**src/design/dhac_pkg.sv**
```systemverilog
// ----------------------------------------------------------------------------
// dhac_pkg: shared types and constants of the dual hysteresis alert classifier
// Payload structs, configuration layout, register indexes and level codes.
// ----------------------------------------------------------------------------
`default_nettype none

package dhac_pkg;

  // Widths fixed by the field definitions.
  localparam int TEMP_W   = 11;
  localparam int THYST_W  = 10;
  localparam int LIGHT_W  = 7;
  localparam int LEVEL_W  = 2;
  localparam int AGREE_W  = 4;
  localparam int ESC_W    = 32;
  localparam int CFG_IDX_W  = 3;
  localparam int CFG_DATA_W = 11;

  // Common signed width for the threshold compares: holds a temperature
  // threshold minus the largest hysteresis without wrapping.
  localparam int CMP_W = 13;

  // Level codes.
  localparam logic [LEVEL_W-1:0] LVL_NORMAL = 2'd0;
  localparam logic [LEVEL_W-1:0] LVL_WARN   = 2'd1;
  localparam logic [LEVEL_W-1:0] LVL_ALERT  = 2'd2;

  // Agree count saturates here.
  localparam logic [AGREE_W-1:0] AGREE_MAX = 4'd15;

  // Register indexes.
  localparam logic [CFG_IDX_W-1:0] REG_TEMP_WARN   = 3'd0;
  localparam logic [CFG_IDX_W-1:0] REG_TEMP_ALERT  = 3'd1;
  localparam logic [CFG_IDX_W-1:0] REG_TEMP_HYST   = 3'd2;
  localparam logic [CFG_IDX_W-1:0] REG_LIGHT_WARN  = 3'd3;
  localparam logic [CFG_IDX_W-1:0] REG_LIGHT_ALERT = 3'd4;
  localparam logic [CFG_IDX_W-1:0] REG_LIGHT_HYST  = 3'd5;
  localparam logic [CFG_IDX_W-1:0] REG_CONFIRM     = 3'd6;

  // Register reset values.
  localparam logic signed [TEMP_W-1:0] TEMP_WARN_RST  = 11'sd448;
  localparam logic signed [TEMP_W-1:0] TEMP_ALERT_RST = 11'sd512;
  localparam logic [THYST_W-1:0]       TEMP_HYST_RST  = 10'd32;
  localparam logic [LIGHT_W-1:0]       LIGHT_WARN_RST  = 7'd60;
  localparam logic [LIGHT_W-1:0]       LIGHT_ALERT_RST = 7'd75;
  localparam logic [LIGHT_W-1:0]       LIGHT_HYST_RST  = 7'd5;
  localparam logic [AGREE_W-1:0]       CONFIRM_RST     = 4'd3;

  typedef struct packed {
    logic signed [TEMP_W-1:0] temperature_q4;
    logic [LIGHT_W-1:0]       light_percent;
  } in_t;

  typedef struct packed {
    logic [LEVEL_W-1:0] temp_level;
    logic [LEVEL_W-1:0] light_level;
    logic [LEVEL_W-1:0] overall_level;
    logic               overall_changed;
    logic [ESC_W-1:0]   temp_escalations;
    logic [ESC_W-1:0]   light_escalations;
  } out_t;

  typedef struct packed {
    logic signed [TEMP_W-1:0] temp_warn_level;
    logic signed [TEMP_W-1:0] temp_alert_level;
    logic [THYST_W-1:0]       temp_step_margin;
    logic [LIGHT_W-1:0]       light_warn_level;
    logic [LIGHT_W-1:0]       light_alert_level;
    logic [LIGHT_W-1:0]       light_hysteresis;
    logic [AGREE_W-1:0]       confirm_count;
  } cfg_t;

  // Per-channel step result handed to the top level.
  typedef struct packed {
    logic [LEVEL_W-1:0] level;
    logic               rise;
  } chan_res_t;

endpackage

`default_nettype wire

```
**src/design/dual_hysteresis_alert_classifier_core.sv**
```systemverilog
// ----------------------------------------------------------------------------
// dual_hysteresis_alert_classifier_core: temperature and light alert levels
// Each accepted word passes through the input register and then the result
// register, and can wait in either while the receiver stalls.
// Throughput: one word per cycle while the result register is not stalled.
// Reset: synchronous, active high; clears all levels, counts and counters and
// restores the register defaults. No clearing pass follows reset.
// ----------------------------------------------------------------------------
`default_nettype none

module dual_hysteresis_alert_classifier_core (
  input  wire logic                             clk,
  input  wire logic                             rst,
  input  wire logic                             in_valid,
  output logic                                  in_ready,
  input  wire dhac_pkg::in_t                    in_data,
  output logic                                  out_valid,
  input  wire logic                             out_ready,
  output dhac_pkg::out_t                        out_data,
  input  wire logic                             cfg_valid,
  output logic                                  cfg_ready,
  input  wire logic [dhac_pkg::CFG_IDX_W-1:0]   cfg_index,
  input  wire logic [dhac_pkg::CFG_DATA_W-1:0]  cfg_data
);
  import dhac_pkg::*;

  // The design is a two-register pipeline. The input register captures each
  // accepted word; the classification, debounce and counter updates then run
  // in one pass of short logic and land in the result register. Channel state
  // is updated in the same cycle, so the next word in the input register sees
  // the state its predecessor left behind.

  cfg_t cfg;

  dhac_cfg_regs u_cfg (
    .clk       (clk),
    .rst       (rst),
    .cfg_valid (cfg_valid),
    .cfg_ready (cfg_ready),
    .cfg_index (cfg_index),
    .cfg_data  (cfg_data),
    .cfg       (cfg)
  );

  // Input register.
  logic s1_valid;
  in_t  s1_data;
  logic advance;

  // The word in the input register moves on whenever the result register is
  // empty or is being emptied in this cycle.
  assign advance  = s1_valid && (!out_valid || out_ready);
  assign in_ready = !s1_valid || advance;

  always_ff @(posedge clk) begin
    if (rst) begin
      s1_valid <= 1'b0;
    end else if (in_ready) begin
      s1_valid <= in_valid;
    end
  end

  always_ff @(posedge clk) begin
    if (in_valid && in_ready) begin
      s1_data <= in_data;
    end
  end

  // Both channels compare in a common signed width, wide enough that a
  // threshold minus its hysteresis never wraps.
  logic signed [CMP_W-1:0] t_sample, t_warn, t_alert, t_hyst;
  logic signed [CMP_W-1:0] l_sample, l_warn, l_alert, l_hyst;

  assign t_sample = CMP_W'(s1_data.temperature_q4);
  assign t_warn   = CMP_W'(cfg.temp_warn_level);
  assign t_alert  = CMP_W'(cfg.temp_alert_level);
  assign t_hyst   = $signed({{(CMP_W-THYST_W){1'b0}}, cfg.temp_step_margin});
  assign l_sample = $signed({{(CMP_W-LIGHT_W){1'b0}}, s1_data.light_percent});
  assign l_warn   = $signed({{(CMP_W-LIGHT_W){1'b0}}, cfg.light_warn_level});
  assign l_alert  = $signed({{(CMP_W-LIGHT_W){1'b0}}, cfg.light_alert_level});
  assign l_hyst   = $signed({{(CMP_W-LIGHT_W){1'b0}}, cfg.light_hysteresis});

  chan_res_t t_res, l_res;

  dhac_channel u_temp (
    .clk     (clk),
    .rst     (rst),
    .advance (advance),
    .sample  (t_sample),
    .warn    (t_warn),
    .alert   (t_alert),
    .hyst    (t_hyst),
    .confirm (cfg.confirm_count),
    .res     (t_res)
  );

  dhac_channel u_light (
    .clk     (clk),
    .rst     (rst),
    .advance (advance),
    .sample  (l_sample),
    .warn    (l_warn),
    .alert   (l_alert),
    .hyst    (l_hyst),
    .confirm (cfg.confirm_count),
    .res     (l_res)
  );

  // Overall level tracking and the wrapping escalation counters.
  logic [LEVEL_W-1:0] overall_state, overall_next;
  logic [ESC_W-1:0]   temp_rise_total, temp_rise_total_next;
  logic [ESC_W-1:0]   light_rise_total, light_rise_total_next;

  assign overall_next = (t_res.level > l_res.level) ? t_res.level : l_res.level;
  assign temp_rise_total_next  = temp_rise_total + ESC_W'(t_res.rise);
  assign light_rise_total_next = light_rise_total + ESC_W'(l_res.rise);

  always_ff @(posedge clk) begin
    if (rst) begin
      overall_state    <= LVL_NORMAL;
      temp_rise_total  <= '0;
      light_rise_total <= '0;
    end else if (advance) begin
      overall_state    <= overall_next;
      temp_rise_total  <= temp_rise_total_next;
      light_rise_total <= light_rise_total_next;
    end
  end

  // Result register: it holds a finished word while the input register can still
  // take one more; once both are full, a receiver stall holds off in_ready.
  always_ff @(posedge clk) begin
    if (rst) begin
      out_valid <= 1'b0;
    end else if (advance) begin
      out_valid <= 1'b1;
    end else if (out_ready) begin
      out_valid <= 1'b0;
    end
  end

  always_ff @(posedge clk) begin
    if (advance) begin
      out_data.temp_level        <= t_res.level;
      out_data.light_level       <= l_res.level;
      out_data.overall_level     <= overall_next;
      out_data.overall_changed   <= (overall_next != overall_state);
      out_data.temp_escalations  <= temp_rise_total_next;
      out_data.light_escalations <= light_rise_total_next;
    end
  end

endmodule

`default_nettype wire

```
**src/design/dhac_cfg_regs.sv**
```systemverilog
// ----------------------------------------------------------------------------
// dhac_cfg_regs: configuration register file
// Holds the thresholds, hysteresis margins and confirm count.
// ----------------------------------------------------------------------------
`default_nettype none

module dhac_cfg_regs (
  input  wire logic                          clk,
  input  wire logic                          rst,
  input  wire logic                          cfg_valid,
  output logic                               cfg_ready,
  input  wire logic [dhac_pkg::CFG_IDX_W-1:0]  cfg_index,
  input  wire logic [dhac_pkg::CFG_DATA_W-1:0] cfg_data,
  output dhac_pkg::cfg_t                     cfg
);
  import dhac_pkg::*;

  assign cfg_ready = 1'b1;

  always_ff @(posedge clk) begin
    if (rst) begin
      cfg.temp_warn_level   <= TEMP_WARN_RST;
      cfg.temp_alert_level  <= TEMP_ALERT_RST;
      cfg.temp_step_margin  <= TEMP_HYST_RST;
      cfg.light_warn_level  <= LIGHT_WARN_RST;
      cfg.light_alert_level <= LIGHT_ALERT_RST;
      cfg.light_hysteresis  <= LIGHT_HYST_RST;
      cfg.confirm_count     <= CONFIRM_RST;
    end else if (cfg_valid) begin
      unique case (cfg_index)
        REG_TEMP_WARN:   cfg.temp_warn_level   <= $signed(cfg_data[TEMP_W-1:0]);
        REG_TEMP_ALERT:  cfg.temp_alert_level  <= $signed(cfg_data[TEMP_W-1:0]);
        REG_TEMP_HYST:   cfg.temp_step_margin  <= cfg_data[THYST_W-1:0];
        REG_LIGHT_WARN:  cfg.light_warn_level  <= cfg_data[LIGHT_W-1:0];
        REG_LIGHT_ALERT: cfg.light_alert_level <= cfg_data[LIGHT_W-1:0];
        REG_LIGHT_HYST:  cfg.light_hysteresis  <= cfg_data[LIGHT_W-1:0];
        REG_CONFIRM:     cfg.confirm_count     <= cfg_data[AGREE_W-1:0];
        default: begin
          // Unused index: the write is dropped.
        end
      endcase
    end
  end

endmodule

`default_nettype wire

```
**src/design/dhac_channel.sv**
```systemverilog
// ----------------------------------------------------------------------------
// dhac_channel: one three-level hysteresis classifier with debounce
// Holds the accepted level, the pending candidate and its agree count.
// ----------------------------------------------------------------------------
`default_nettype none

module dhac_channel (
  input  wire logic                                clk,
  input  wire logic                                rst,
  input  wire logic                                advance,
  input  wire logic signed [dhac_pkg::CMP_W-1:0]   sample,
  input  wire logic signed [dhac_pkg::CMP_W-1:0]   warn,
  input  wire logic signed [dhac_pkg::CMP_W-1:0]   alert,
  input  wire logic signed [dhac_pkg::CMP_W-1:0]   hyst,
  input  wire logic [dhac_pkg::AGREE_W-1:0]        confirm,
  output dhac_pkg::chan_res_t                      res
);
  import dhac_pkg::*;

  logic [LEVEL_W-1:0] level, level_next;
  logic [LEVEL_W-1:0] pending, pending_next;
  logic [AGREE_W-1:0] agree, agree_next;
  logic [LEVEL_W-1:0] cand;
  logic [AGREE_W-1:0] agree_inc;
  logic signed [CMP_W-1:0] warn_down, alert_down;

  assign warn_down  = warn - hyst;
  assign alert_down = alert - hyst;

  // Candidate level: at most one step per word.
  always_comb begin
    cand = level;
    unique case (level)
      LVL_NORMAL: begin
        if (sample >= warn) cand = LVL_WARN;
      end
      LVL_WARN: begin
        if (sample >= alert)         cand = LVL_ALERT;
        else if (sample < warn_down) cand = LVL_NORMAL;
      end
      default: begin
        if (sample < alert_down) cand = LVL_WARN;
      end
    endcase
  end

  assign agree_inc = (agree < AGREE_MAX) ? agree + 1'b1 : agree;

  // Debounce: a differing candidate must repeat until the count reaches confirm.
  always_comb begin
    level_next   = level;
    pending_next = pending;
    agree_next   = agree;
    if (cand == level) begin
      agree_next   = '0;
      pending_next = level;
    end else if (cand == pending) begin
      if (agree_inc >= confirm) begin
        agree_next = '0;
        level_next = cand;
      end else begin
        agree_next = agree_inc;
      end
    end else begin
      pending_next = cand;
      agree_next   = AGREE_W'(1);
    end
  end

  assign res.level = level_next;
  assign res.rise  = (level_next > level);

  always_ff @(posedge clk) begin
    if (rst) begin
      level   <= LVL_NORMAL;
      pending <= LVL_NORMAL;
      agree   <= '0;
    end else if (advance) begin
      level   <= level_next;
      pending <= pending_next;
      agree   <= agree_next;
    end
  end

endmodule

`default_nettype wire

```
**config.mk**
```make
export PLATFORM = sky130hd
export DESIGN_NAME = dual_hysteresis_alert_classifier_core
export DESIGN_NICKNAME = d
export VERILOG_FILES = /design/src/design/dhac_pkg.sv /design/src/design/dual_hysteresis_alert_classifier_core.sv /design/src/design/dhac_cfg_regs.sv /design/src/design/dhac_channel.sv
export SDC_FILE = /design/constraint.sdc
export NUM_CORES = 1
export LEC_CHECK = 0
export BUFFER_PORTS_ARGS = -buffer_cell sky130_fd_sc_hd__buf_4
export CELL_PAD_IN_SITES_DETAIL_PLACEMENT = 1
export CELL_PAD_IN_SITES_GLOBAL_PLACEMENT = 2
export CORE_ASPECT_RATIO = 1.4
export CORE_MARGIN = 3
export CORE_UTILIZATION = 41
export DETAILED_ROUTE_END_ITERATION = 8
export PLACE_DENSITY_LB_ADDON = 0.1
export SYNTH_ARGS = -nofsm -noshare
export SYNTH_HDL_FRONTEND = slang
export SYNTH_SLANG_ARGS = --single-unit
```
**constraint.sdc**
```tcl
create_clock -name clk -period 12.9 [get_ports clk]
set_input_delay 1.29 -clock clk [delete_from_list [all_inputs] [get_ports clk]]
set_output_delay 1.29 -clock clk [all_outputs]
set_load 0.01 [all_outputs]
```
# --- After elaboration in Yosys (flattened, before gate mapping) ---
# Cells that the tools add are included.
totals:
  input_bits: 37
  out_inout_bits: 74
  elab_cells: 114
  reg_bits: 230
op_classes:
  add_sub_neg: 8
  n_lt_le_gt_ge: 15
  eq_ne: 15
  n_mux: 31
  n_reduce_logical: 19
ops:
  columns: ["cell", "count"]
  rows:
  - ["$add A32 B1 Y32", 2]
  - ["$mux W2", 19]
  - ["$mux W4", 8]
  - ["$lt A8 B13 Y1", 2]
  - ["$lt A11 B12 Y1", 2]
  - ["$sub A11 B11 Y12", 2]
  - ["$ge A11 B11 Y1", 2]
  - ["$reduce_and A2 Y1", 9]
  - ["$sub A7 B7 Y8", 2]
  - ["$ge A7 B7 Y1", 2]
  - ["$eq A3 B3 Y1 const B", 3]
  - ["$add A4 B1 Y4 const B", 2]
  - ["$eq A2 B2 Y1", 4]
  - ["$ge A4 B4 Y1", 2]
  - ["$lt A4 B4 Y1 const B", 2]
  - ["$pmux W2 S2", 2]
  - ["$eq A3 B2 Y1 const B", 2]
  - ["$gt A2 B2 Y1", 3]
  - ["$eq A2 B1 Y1 const B", 2]
  - ["$logic_not A2 Y1", 2]
  - ["$ne A2 B1 Y1 const B", 2]
  - ["$eq A3 B1 Y1 const B", 1]
  - ["$logic_not A3 Y1", 1]
  - ["$logic_and A1 B1 Y1", 2]
  - ["5 further kinds", 8]

# --- Logic depth before layout (Yosys ltp) ---
# Gate-level depths: netlist of run 1.
depth:
  word_depth: 11
  ltp_mapped: 39
  depth_no_buf: 38

# --- By module ---
# Synthesis of run 1 repeated with hierarchy kept, for this count alone.
unflattened:
  cells_unflattened: 1665
  hier_area_um2: 15539.9
modules_own_cells:
  columns: ["mod", "cells_each", "seq_area_each_um2", "area_each_um2", "instances"]
  rows:
  - ["dual_hysteresis_alert_classifier_core", 653, 4033.9, 7199.4, 1]
  - ["dhac_channel (u_temp)", 396, 160.2, 3014.1, 1]
  - ["dhac_channel (u_light)", 390, 160.2, 2955.3, 1]
  - ["dhac_cfg_regs", 226, 1141.1, 2371.0, 1]

# --- Worst setup path before layout of run 1 ---
# OpenSTA, ideal clock, no wires.
synth_path:
  kind: "reg2reg"
  from: "register, netlist name u_cfg.cfg[25]"
  to: "register out_data[60] (netlist bit) (data pin)"
  arrival_ns: 6.685
  required_time_ns: 12.642
  path_buffers: 1
  slack_ns: 5.957
  path_stages_with_launch: 37
  period_less_slack_ns: 6.943
  setup_time_ns: 0.258
  path_cell_list: "dfxtp_1 ha_1 inv_1 fa_1 a21o_1 a21oi_1 o21ai_0 a21oi_1 o21ai_0 a21oi_1 o21bai_1 a21oi_1 xnor2_1 ha_1 inv_1 o211ai_1 nor2_1 a311oi_1 a221oi_2 xnor2_1 and2_1 nand2_1 o21a_1 ha_1 a21oi_1 a21oi_1 ha_1 ha_1 nand3_1 or2_2 clkbuf_1 nor4_4 nand3_2 or2_4 nor2_8 nand3_1 xnor2_1"
synth_rtl:
  columns: ["element", "line", "source"]
  rows:
  - ["end: declaration", "dual_hysteresis_alert_classifier_core.sv:19", "output dhac_pkg::out_t out_data,"]

==> results of run 1 <==
-- Yosys cell counts, types with 13 or more instances --
cell and instances:
sky130_fd_sc_hd__inv_1 110, sky130_fd_sc_hd__xnor2_1 63, sky130_fd_sc_hd__nand2_1 174, sky130_fd_sc_hd__or3_1 26, sky130_fd_sc_hd__edfxtp_1 89, sky130_fd_sc_hd__clkbuf_1 35, sky130_fd_sc_hd__nor3_1 19, sky130_fd_sc_hd__nor2b_1 14
sky130_fd_sc_hd__o21ai_0 54, sky130_fd_sc_hd__a21o_1 13, sky130_fd_sc_hd__o211ai_1 18, sky130_fd_sc_hd__ha_1 125, sky130_fd_sc_hd__a21oi_1 111, sky130_fd_sc_hd__nor2_1 107, sky130_fd_sc_hd__xor2_1 61, sky130_fd_sc_hd__nand2b_1 20
sky130_fd_sc_hd__nand4_1 14, sky130_fd_sc_hd__nand3_1 40, sky130_fd_sc_hd__dfxtp_1 141
-- registers in the layout (all words and copies together) (netlist names) --
register	cells
l_sample	7
light_rise_total	32
out_data	71
out_valid	1
overall_state	2
s1_data	11
s1_valid	1
temp_rise_total	32
u_cfg.cfg	57
u_light.agree	4
u_light.level	2
u_light.pending	2
u_temp.agree	4
u_temp.level	2
u_temp.pending	2
-- routing by layer --
metal,part of all wire (%),GRT usage [%],vias up
met5,0,0,-
met4,2.2,5.49,0
met3,4.6,4.00,47
met2,52,36.8,122
met1,41,23.3,4894
li1,-,-,5039
-- path summary, 6_finish.rpt --
check	depth (start not counted)	startpoint	to
setup reg to reg	36	u_cfg.cfg[25]	temp_rise_total[28]
hold / removal	2	u_cfg.cfg[31]	u_cfg.cfg[31]
hold reg to reg	2	u_cfg.cfg[31]	u_cfg.cfg[31]
setup / recovery	36	u_cfg.cfg[25]	temp_rise_total[28]
-- worst register-to-register path: cells and delay by family (launching register included) --
| family | cells | cell delay (ps) |
|---|---|---|
| compound gates | 15 | 2880 |
| xor+xnor | 3 | 530 |
| fa+ha+maj | 6 | 1530 |
| buf+inv | 1 | 60 |
| flops | 1 | 360 |
| simple gates | 11 | 2260 |
-- stage by stage --
stage	area [um^2]	util [%]
after global routing	15000	48.5
after global placement	14100	45.6
after floorplan	13000	-
after detailed placement	14100	45.6
after CTS	15000	48.5
final	15000	48.5
-- final cells by class --
class / instances / share of cell area, %
Tap cell: 390 / 3.25
Timing Repair Buffer: 113 / 5.64
Clock buffer: 29 / 4.47
Sequential cell: 230 / 36.6
Clock inverter: 19 / 1.43
Multi-Input combinational cell: 1009 / 45.9
Inverter: 111 / 2.79
-- cell families after synthesis --
kind of cell,Yosys count,share of synthesized area [%]
XOR/XNOR,124,8.37
adder cells (fa/ha/maj),129,12.7
AND/OR/NAND/NOR,470,17.8
buffers and inverters,153,4.51
other,1,0.0289
AO/OA/AOI/OAI,270,13.1
multiplexers,15,1.20
flip-flops,230,42.4
-- power by group through the flow --
stage | Sequential [W] | Combinational (W) | Clock (W)
3_3_place_gp | 0.000805 | 0.000175 | 0
2_1_floorplan | 0.000806 | 0.000107 | 0
5_1_grt | 0.000791 | 0.000201 | 0.000828
4_1_cts | 0.000790 | 0.000180 | 0.000799
3_5_place_dp | 0.000805 | 0.000179 | 0
6_report | 0.000789 | 0.000177 | 0.000771
==> metrics.json, run 1 <==
{
  "status": {
    "outcome": "completed"
  },
  "floorplan": {
    "floorplan.initialDensity_pct": 41.8,
    "fp.dieH_um": 216,
    "floorplan.die.width_um": 156,
    "row_count": 76,
    "die-area_mm2": 0.0338,
    "design.core.area_mm2": 0.0310,
    "num_io_pins": 111
  },
  "final_layout": {
    "layout.cells.most_common_list": "sky130_fd_sc_hd__nand2_1, sky130_fd_sc_hd__dfxtp_1, sky130_fd_sc_hd__ha_1",
    "synthToLayoutAreaGrowth_pct": 15.9,
    "register_area_mm2": 0.00550,
    "antennaDiodeCount": 0,
    "most_frequent_standard_cell_in_the_layout_excluding_fill_and_tap_cells": "sky130_fd_sc_hd__nand2_1",
    "final_instance_count_excl_fillers": 1901,
    "multi_input_combinational_cell_area_mm2": 0.00690,
    "drive_gt1_share_pct": 13.2,
    "final.fill_count": 3550,
    "fin_nets": 1657
  },
  "sta": {
    "timing.final.hold_violations": 0,
    "maxSlewViolCount": 0,
    "max_slew.worst_pin.slew_ps": 1060,
    "fmaxAchievable_ghz": 0.129,
    "max_slew_margin_pct": 29.3,
    "final_period_minus_worst_setup_slack_ps": 7760,
    "setup_violations": 0,
    "final_min_period_over_clock_period_pct": 60.2,
    "fin_worst_skew_ps": 19.4,
    "hold_ws_ps": 459,
    "rsz0062_at_grt": "false",
    "aggregate_negative_setup_slack_ps": 0,
    "worst_slack_ps": 5140
  },
  "power": {
    "p_leak_nw": 5.99,
    "intPower_w": 0.00130,
    "max-vdd-ir-drop_uv": 82.1,
    "comb_power_share_pct": 10.2,
    "total_switching_power_w": 0.000434,
    "power_density_mw_per_mm2": 116,
    "share_clk_of_total_power_pct": 44.4,
    "power.total_w": 0.00174,
    "p_sw_share_pct": 25.0,
    "p_seq_share_pct": 45.4
  },
  "logic_synthesis": {
    "yosys_warnings": 0,
    "synthDistinctLibCells": 75,
    "synth_ff_type": "sky130_fd_sc_hd__dfxtp_1",
    "synth_top_cell_area_share_pct": 21.8,
    "post_synth_arst_share_pct": 0,
    "post_synth_edffs": 89,
    "post_synthesis_cell_count": 1392,
    "synth_top_area_cell": "sky130_fd_sc_hd__dfxtp_1",
    "netlist_area_mm2": 0.0130,
    "syn_nets": 1558,
    "syn-mean-instance-area_um2": 9.32,
    "yosysSeqAreaShare_pct": 42.4,
    "netlist_top_cells_area": "sky130_fd_sc_hd__dfxtp_1, sky130_fd_sc_hd__edfxtp_1, sky130_fd_sc_hd__ha_1",
    "yosys_register_bits": 230
  },
  "flow_run": {
    "maxCapViolCount": 0
  },
  "global_routing": {
    "grt.total_usage_pct": 20.0,
    "grt_first_pass_wirelength_um": 54900,
    "vias_in_the_first_global_route": 10600,
    "grt_overflow_total": 0,
    "grt_max_degree": 90,
    "initial_antenna_violation_count": 0
  },
  "clock_tree": {
    "cts_hold_buffers": 0,
    "clk_transition_reported_paths_ps": 60,
    "cts_buffer_depth": 3,
    "tritoncts.num_buffers": 26,
    "resize_count_post_cts": 0,
    "tritoncts": "yes",
    "clock_sink_count": 230,
    "clock_insertion_delay_worst_skew_ps": 550,
    "htreeDepth": 1,
    "ctsRootBufferMaster": "sky130_fd_sc_hd__clkbuf_16",
    "postCtsSetupBuffers": 0
  },
  "detailed_routing": {
    "vias_per_instance": 5.31,
    "drtPass1Iterations": 6,
    "wl_per_cell_um": 17.9,
    "final_antenna_net_count": 0,
    "wl_um": 34000,
    "num_vias": 10100,
    "drcViolationCount": 0,
    "detailedRoute.firstIterationViolations": 346
  },
  "setup_path": {
    "crit_family": "compound AO/OA/AOI/OAI gates",
    "crit_required_ps": 13300,
    "timing.reg2reg.setup_slack_ps": 5140,
    "critPathMostFrequentCell": "sky130_fd_sc_hd__a21oi_1",
    "max_stage_delay_ps": 520,
    "slowest_stage": "sky130_fd_sc_hd__a221oi_2",
    "number_of_buffers_and_inverters_on_the_critical_path": 1,
    "worst-setup-path-type": "register to register",
    "path_max_fanout": 8,
    "critical_path_arrival_ps": 8170,
    "worstSetupStartpointType": "register",
    "timing.critical_path.to_type": "register"
  },
  "placement": {
    "dpl.hpwl_um": 24900,
    "placed_instances": 1853,
    "gp_congestion": 0.824,
    "port-buffer-count": 109,
    "dp_worst_setup_slack_ps": 5190
  },
  "hold_path": {
    "hp-class": "register to register"
  }
}
Note: power is estimated with default switching activity, not from simulation.
==> inputs of run 2 (changes only) <==
- CORE_UTILIZATION: 41 -> 34
- clock period: 12.9 -> 6.5 ns (I/O delays scaled with it)
==> run 2 against run 1 <==
Via count rose by 4.0%. Global-route usage fell by 2.2 points. Cell count rose by 9.2%. Clock skew fell by 6.9 ps.
==> metrics.json, run 2 (synthesis results as in run 1) <==
{
  "detailed_routing": {
    "final_antenna_net_count": {"value": 0, "change": "unchanged"},
    "wl_per_cell": {"value": 17.8, "unit": "um", "change": "was 17.9 um"},
    "wirelength_met1": {"value": 14900, "unit": "um", "change": "was 13,900 um"},
    "wl_met3": {"value": 1310, "unit": "um", "change": "was 1570 um"},
    "drcViolationCount": {"value": 0, "change": "unchanged"},
    "drtPass1Iterations": {"value": 5, "change": "was 6"},
    "wl": {"value": 36900, "unit": "um", "change": "was 34,000 um"},
    "detailedRoute.firstIterationViolations": {"value": 306, "change": "was 346"},
    "wl_met2": {"value": 19700, "unit": "um", "change": "was 17,800 um"},
    "vias_per_instance": {"value": 5.07, "change": "was 5.31"},
    "maxUsedRoutingLayer": {"value": "met4", "change": "unchanged"},
    "num_vias": {"value": 10500, "change": "was 10,100"}
  },
  "sta": {
    "worst_slack": {"value": 152, "unit": "ps", "change": "was 5140 ps"},
    "fin_worst_skew": {"value": 12.5, "unit": "ps", "change": "was 19.4 ps"},
    "aggregate_negative_setup_slack": {"value": 0, "unit": "ps", "change": "unchanged"},
    "max_slew.worst_pin.slew": {"value": 1010, "unit": "ps", "change": "was 1060 ps"},
    "fmaxAchievable": {"value": 0.158, "unit": "GHz", "change": "was 0.129 GHz"},
    "max_slew_margin": {"value": 32.4, "unit": "%", "change": "was 29.3%"},
    "final_period_minus_worst_setup_slack": {"value": 6350, "unit": "ps", "change": "was 7760 ps"},
    "rsz0062_at_grt": {"value": "true", "change": "was false"},
    "timing.final.hold_violations": {"value": 0, "change": "unchanged"},
    "maxSlewViolCount": {"value": 0, "change": "unchanged"},
    "final_min_period_over_clock_period": {"value": 97.7, "unit": "%", "change": "was 60.2%"},
    "setup_violations": {"value": 0, "change": "unchanged"}
  },
  "clock_tree": {
    "clock_insertion_delay_worst_skew": {"value": 550, "unit": "ps", "change": "about the same"},
    "htreeDepth": {"value": 1, "change": "unchanged"},
    "clock_sink_count": {"value": 230, "change": "unchanged"},
    "cts_buffer_depth": {"value": 3, "change": "unchanged"},
    "clk_transition_reported_paths": {"value": 60, "unit": "ps", "change": "about the same"},
    "tritoncts": {"value": "yes", "change": "unchanged"},
    "tritoncts.num_buffers": {"value": 27, "change": "was 26"},
    "ctsRootBufferMaster": {"value": "sky130_fd_sc_hd__clkbuf_16", "change": "unchanged"}
  },
  "placement": {
    "dpl.hpwl": {"value": 26700, "unit": "um", "change": "was 24,900 um"},
    "placed_instances": {"value": 1993, "change": "was 1,853"},
    "dp_worst_setup_slack": {"value": -237, "unit": "ps", "change": "was 5190 ps"},
    "port-buffer-count": {"value": 109, "change": "unchanged"},
    "gp_congestion": {"value": 0.796, "change": "was 0.824"}
  },
  "final_layout": {
    "layout.cells.most_common_list": {"value": "sky130_fd_sc_hd__buf_4, sky130_fd_sc_hd__nand2_1, sky130_fd_sc_hd__dfxtp_1", "change": "was sky130_fd_sc_hd__nand2_1, sky130_fd_sc_hd__dfxtp_1, sky130_fd_sc_hd__ha_1"},
    "multi_input_combinational_cell_area": {"value": 0.00734, "unit": "mm^2", "change": "was 0.00690 mm^2"},
    "most_frequent_standard_cell_in_the_layout_excluding_fill_and_tap_cells": {"value": "sky130_fd_sc_hd__buf_4", "change": "was sky130_fd_sc_hd__nand2_1"},
    "final.fill_count": {"value": 4267, "change": "was 3,550"},
    "register_with_the_most_flip_flops": {"value": "out_data", "change": "unchanged"},
    "final_instance_count_excl_fillers": {"value": 2075, "change": "was 1,901"},
    "layout_top_registers": {"value": "out_data x71, u_cfg.cfg x57", "change": "unchanged"},
    "synthToLayoutAreaGrowth": {"value": 25.7, "unit": "%", "change": "was 15.9%"},
    "antennaDiodeCount": {"value": 0, "change": "unchanged"},
    "register_area": {"value": 0.00550, "unit": "mm^2", "change": "about the same"},
    "drive_gt1_share": {"value": 23.9, "unit": "%", "change": "was 13.2%"},
    "fin_nets": {"value": 1747, "change": "was 1,657"},
    "max_reg_flops": {"value": 71, "change": "unchanged"}
  },
  "floorplan": {
    "row_count": {"value": 84, "change": "was 76"},
    "num_io_pins": {"value": 111, "change": "unchanged"},
    "die-area": {"value": 0.0406, "unit": "mm^2", "change": "was 0.0338 mm^2"},
    "floorplan.die.width": {"value": 171, "unit": "um", "change": "was 156 um"},
    "floorplan.initialDensity": {"value": 34.5, "unit": "%", "change": "was 41.8%"},
    "fp.dieH": {"value": 237, "unit": "um", "change": "was 216 um"},
    "design.core.area": {"value": 0.0376, "unit": "mm^2", "change": "was 0.0310 mm^2"}
  },
  "global_routing": {
    "grt_first_pass_wirelength": {"value": 58000, "unit": "um", "change": "was 54,900 um"},
    "initial_antenna_violation_count": {"value": 0, "change": "unchanged"},
    "grt_max_degree": {"value": 81, "change": "was 90"},
    "grt.total_usage": {"value": 17.8, "unit": "%", "change": "was 20.0%"},
    "vias_in_the_first_global_route": {"value": 11100, "change": "was 10,600"},
    "grt_overflow_total": {"value": 0, "change": "unchanged"}
  },
  "status": {
    "outcome": {"value": "completed", "change": "unchanged"}
  },
  "setup_path": {
    "rr_endpoint": {"value": "temp_rise_total[24]", "change": "was temp_rise_total[28]"},
    "slowest_stage": {"value": "sky130_fd_sc_hd__a221oi_4", "change": "was sky130_fd_sc_hd__a221oi_2"},
    "timing.critical_path.to_type": {"value": "register", "change": "unchanged"},
    "critical_path_arrival": {"value": 6820, "unit": "ps", "change": "was 8170 ps"},
    "timing.reg2reg.setup_slack": {"value": 150, "unit": "ps", "change": "was 5140 ps"},
    "critPathMostFrequentCell": {"value": "sky130_fd_sc_hd__a21oi_2", "change": "was sky130_fd_sc_hd__a21oi_1"},
    "worst-r2r-cell-count": {"value": 35, "change": "was 36"},
    "max_stage_delay": {"value": 350, "unit": "ps", "change": "was 520 ps"},
    "crit_required": {"value": 6970, "unit": "ps", "change": "was 13,300 ps"},
    "worst-setup-path-type": {"value": "register to register", "change": "unchanged"},
    "path_max_fanout": {"value": 4, "change": "was 8"},
    "worstSetupStartpointType": {"value": "register", "change": "unchanged"},
    "critical_path.reg2reg.startpoint": {"value": "u_cfg.cfg[26]", "change": "was u_cfg.cfg[25]"}
  },
  "power": {
    "power_density": {"value": 216, "unit": "mW/mm^2", "change": "was 116 mW/mm^2"},
    "max-vdd-ir-drop": {"value": 208, "unit": "uV", "change": "was 82.1 uV"},
    "p_leak": {"value": 6.54, "unit": "nW", "change": "was 5.99 nW"}
  },
  "hold_path": {
    "worstHoldEndpoint": {"value": "l_sample[6]", "change": "was u_cfg.cfg[31]"},
    "hold_path_depth": {"value": 1, "change": "was 2"},
    "timing.hold.worst.start": {"value": "in_data[6]", "change": "was u_cfg.cfg[31]"},
    "hp-class": {"value": "primary input to register", "change": "was register to register"}
  },
  "flow_run": {
    "maxCapViolCount": {"value": 0, "change": "unchanged"}
  }
}
[run 2: power breakdown]
part	leakage, nW	internal, W	switching, W
combinational	4.14	0.000177	0.000227
clock	0.447	0.000914	0.000630
sequential	1.95	0.00154	0.0000294
total	6.54	0.00263	0.000886
[run 2: how the worst max path moves through the flow]
stage	startpoint	to	slack [ps]
floorplan	u_cfg.cfg[25]	out_data[60]	0.2
global placement	u_cfg.cfg[26]	out_data[60]	4
detailed placement	u_cfg.cfg[26]	temp_rise_total[28]	-240
CTS	u_cfg.cfg[4]	light_rise_total[30]	1
global route	u_cfg.cfg[26]	temp_rise_total[28]	-380
finish	u_cfg.cfg[26]	temp_rise_total[24]	150
[run 2: area by class of cell]
| class | instances | share of cell area (%) |
|---|---|---|
| flip-flops and latches | 230 | 33.8 |
| inverters | 111 | 2.57 |
| clock buffers | 38 | 4.78 |
| clock inverters | 12 | 0.737 |
| well taps | 473 | 3.63 |
| repair buffers | 202 | 9.44 |
| multi-input cells | 1009 | 45.1 |
[run 2: per-layer routing]
layer / vias to the layer above / track usage (%)
li1: 5224 / -
met2: 114 / 33.5
met1: 5132 / 20.4
met5: - / 0
met3: 40 / 3.06
met4: 0 / 5.05
[run 2: critical path, delay by kind of cell, from the launching register on]
| family | cells | cell delay, ps |
|---|---|---|
| AO/OA/AOI/OAI | 15 | 2280 |
| buffers and inverters | 3 | 400 |
| XOR/XNOR | 1 | 170 |
| flip-flops | 1 | 330 |
| AND/OR/NAND/NOR | 11 | 1830 |
| adder cells (fa/ha/maj) | 5 | 1220 |
[run 2: through the flow]
stage               power, W  cell area, um^2  utilization, %  hold slack, ps
detailed placement   0.00198            14700            39.2             449
global placement     0.00197            14700            39.2             441
global route         0.00369            16300            43.3             243
finish               0.00351            16300            43.3             274
floorplan            0.00182            13000               -             436
CTS                  0.00356            15800            42.0             237
[run 2: timing repair]
item	4_1_cts	5_1_grt
hold endpoints to repair	0	0
gates resized for setup	36	86
pin swaps	30	69
hold buffers	0	0
setup endpoints to repair	41	78
buffers inserted	10	22
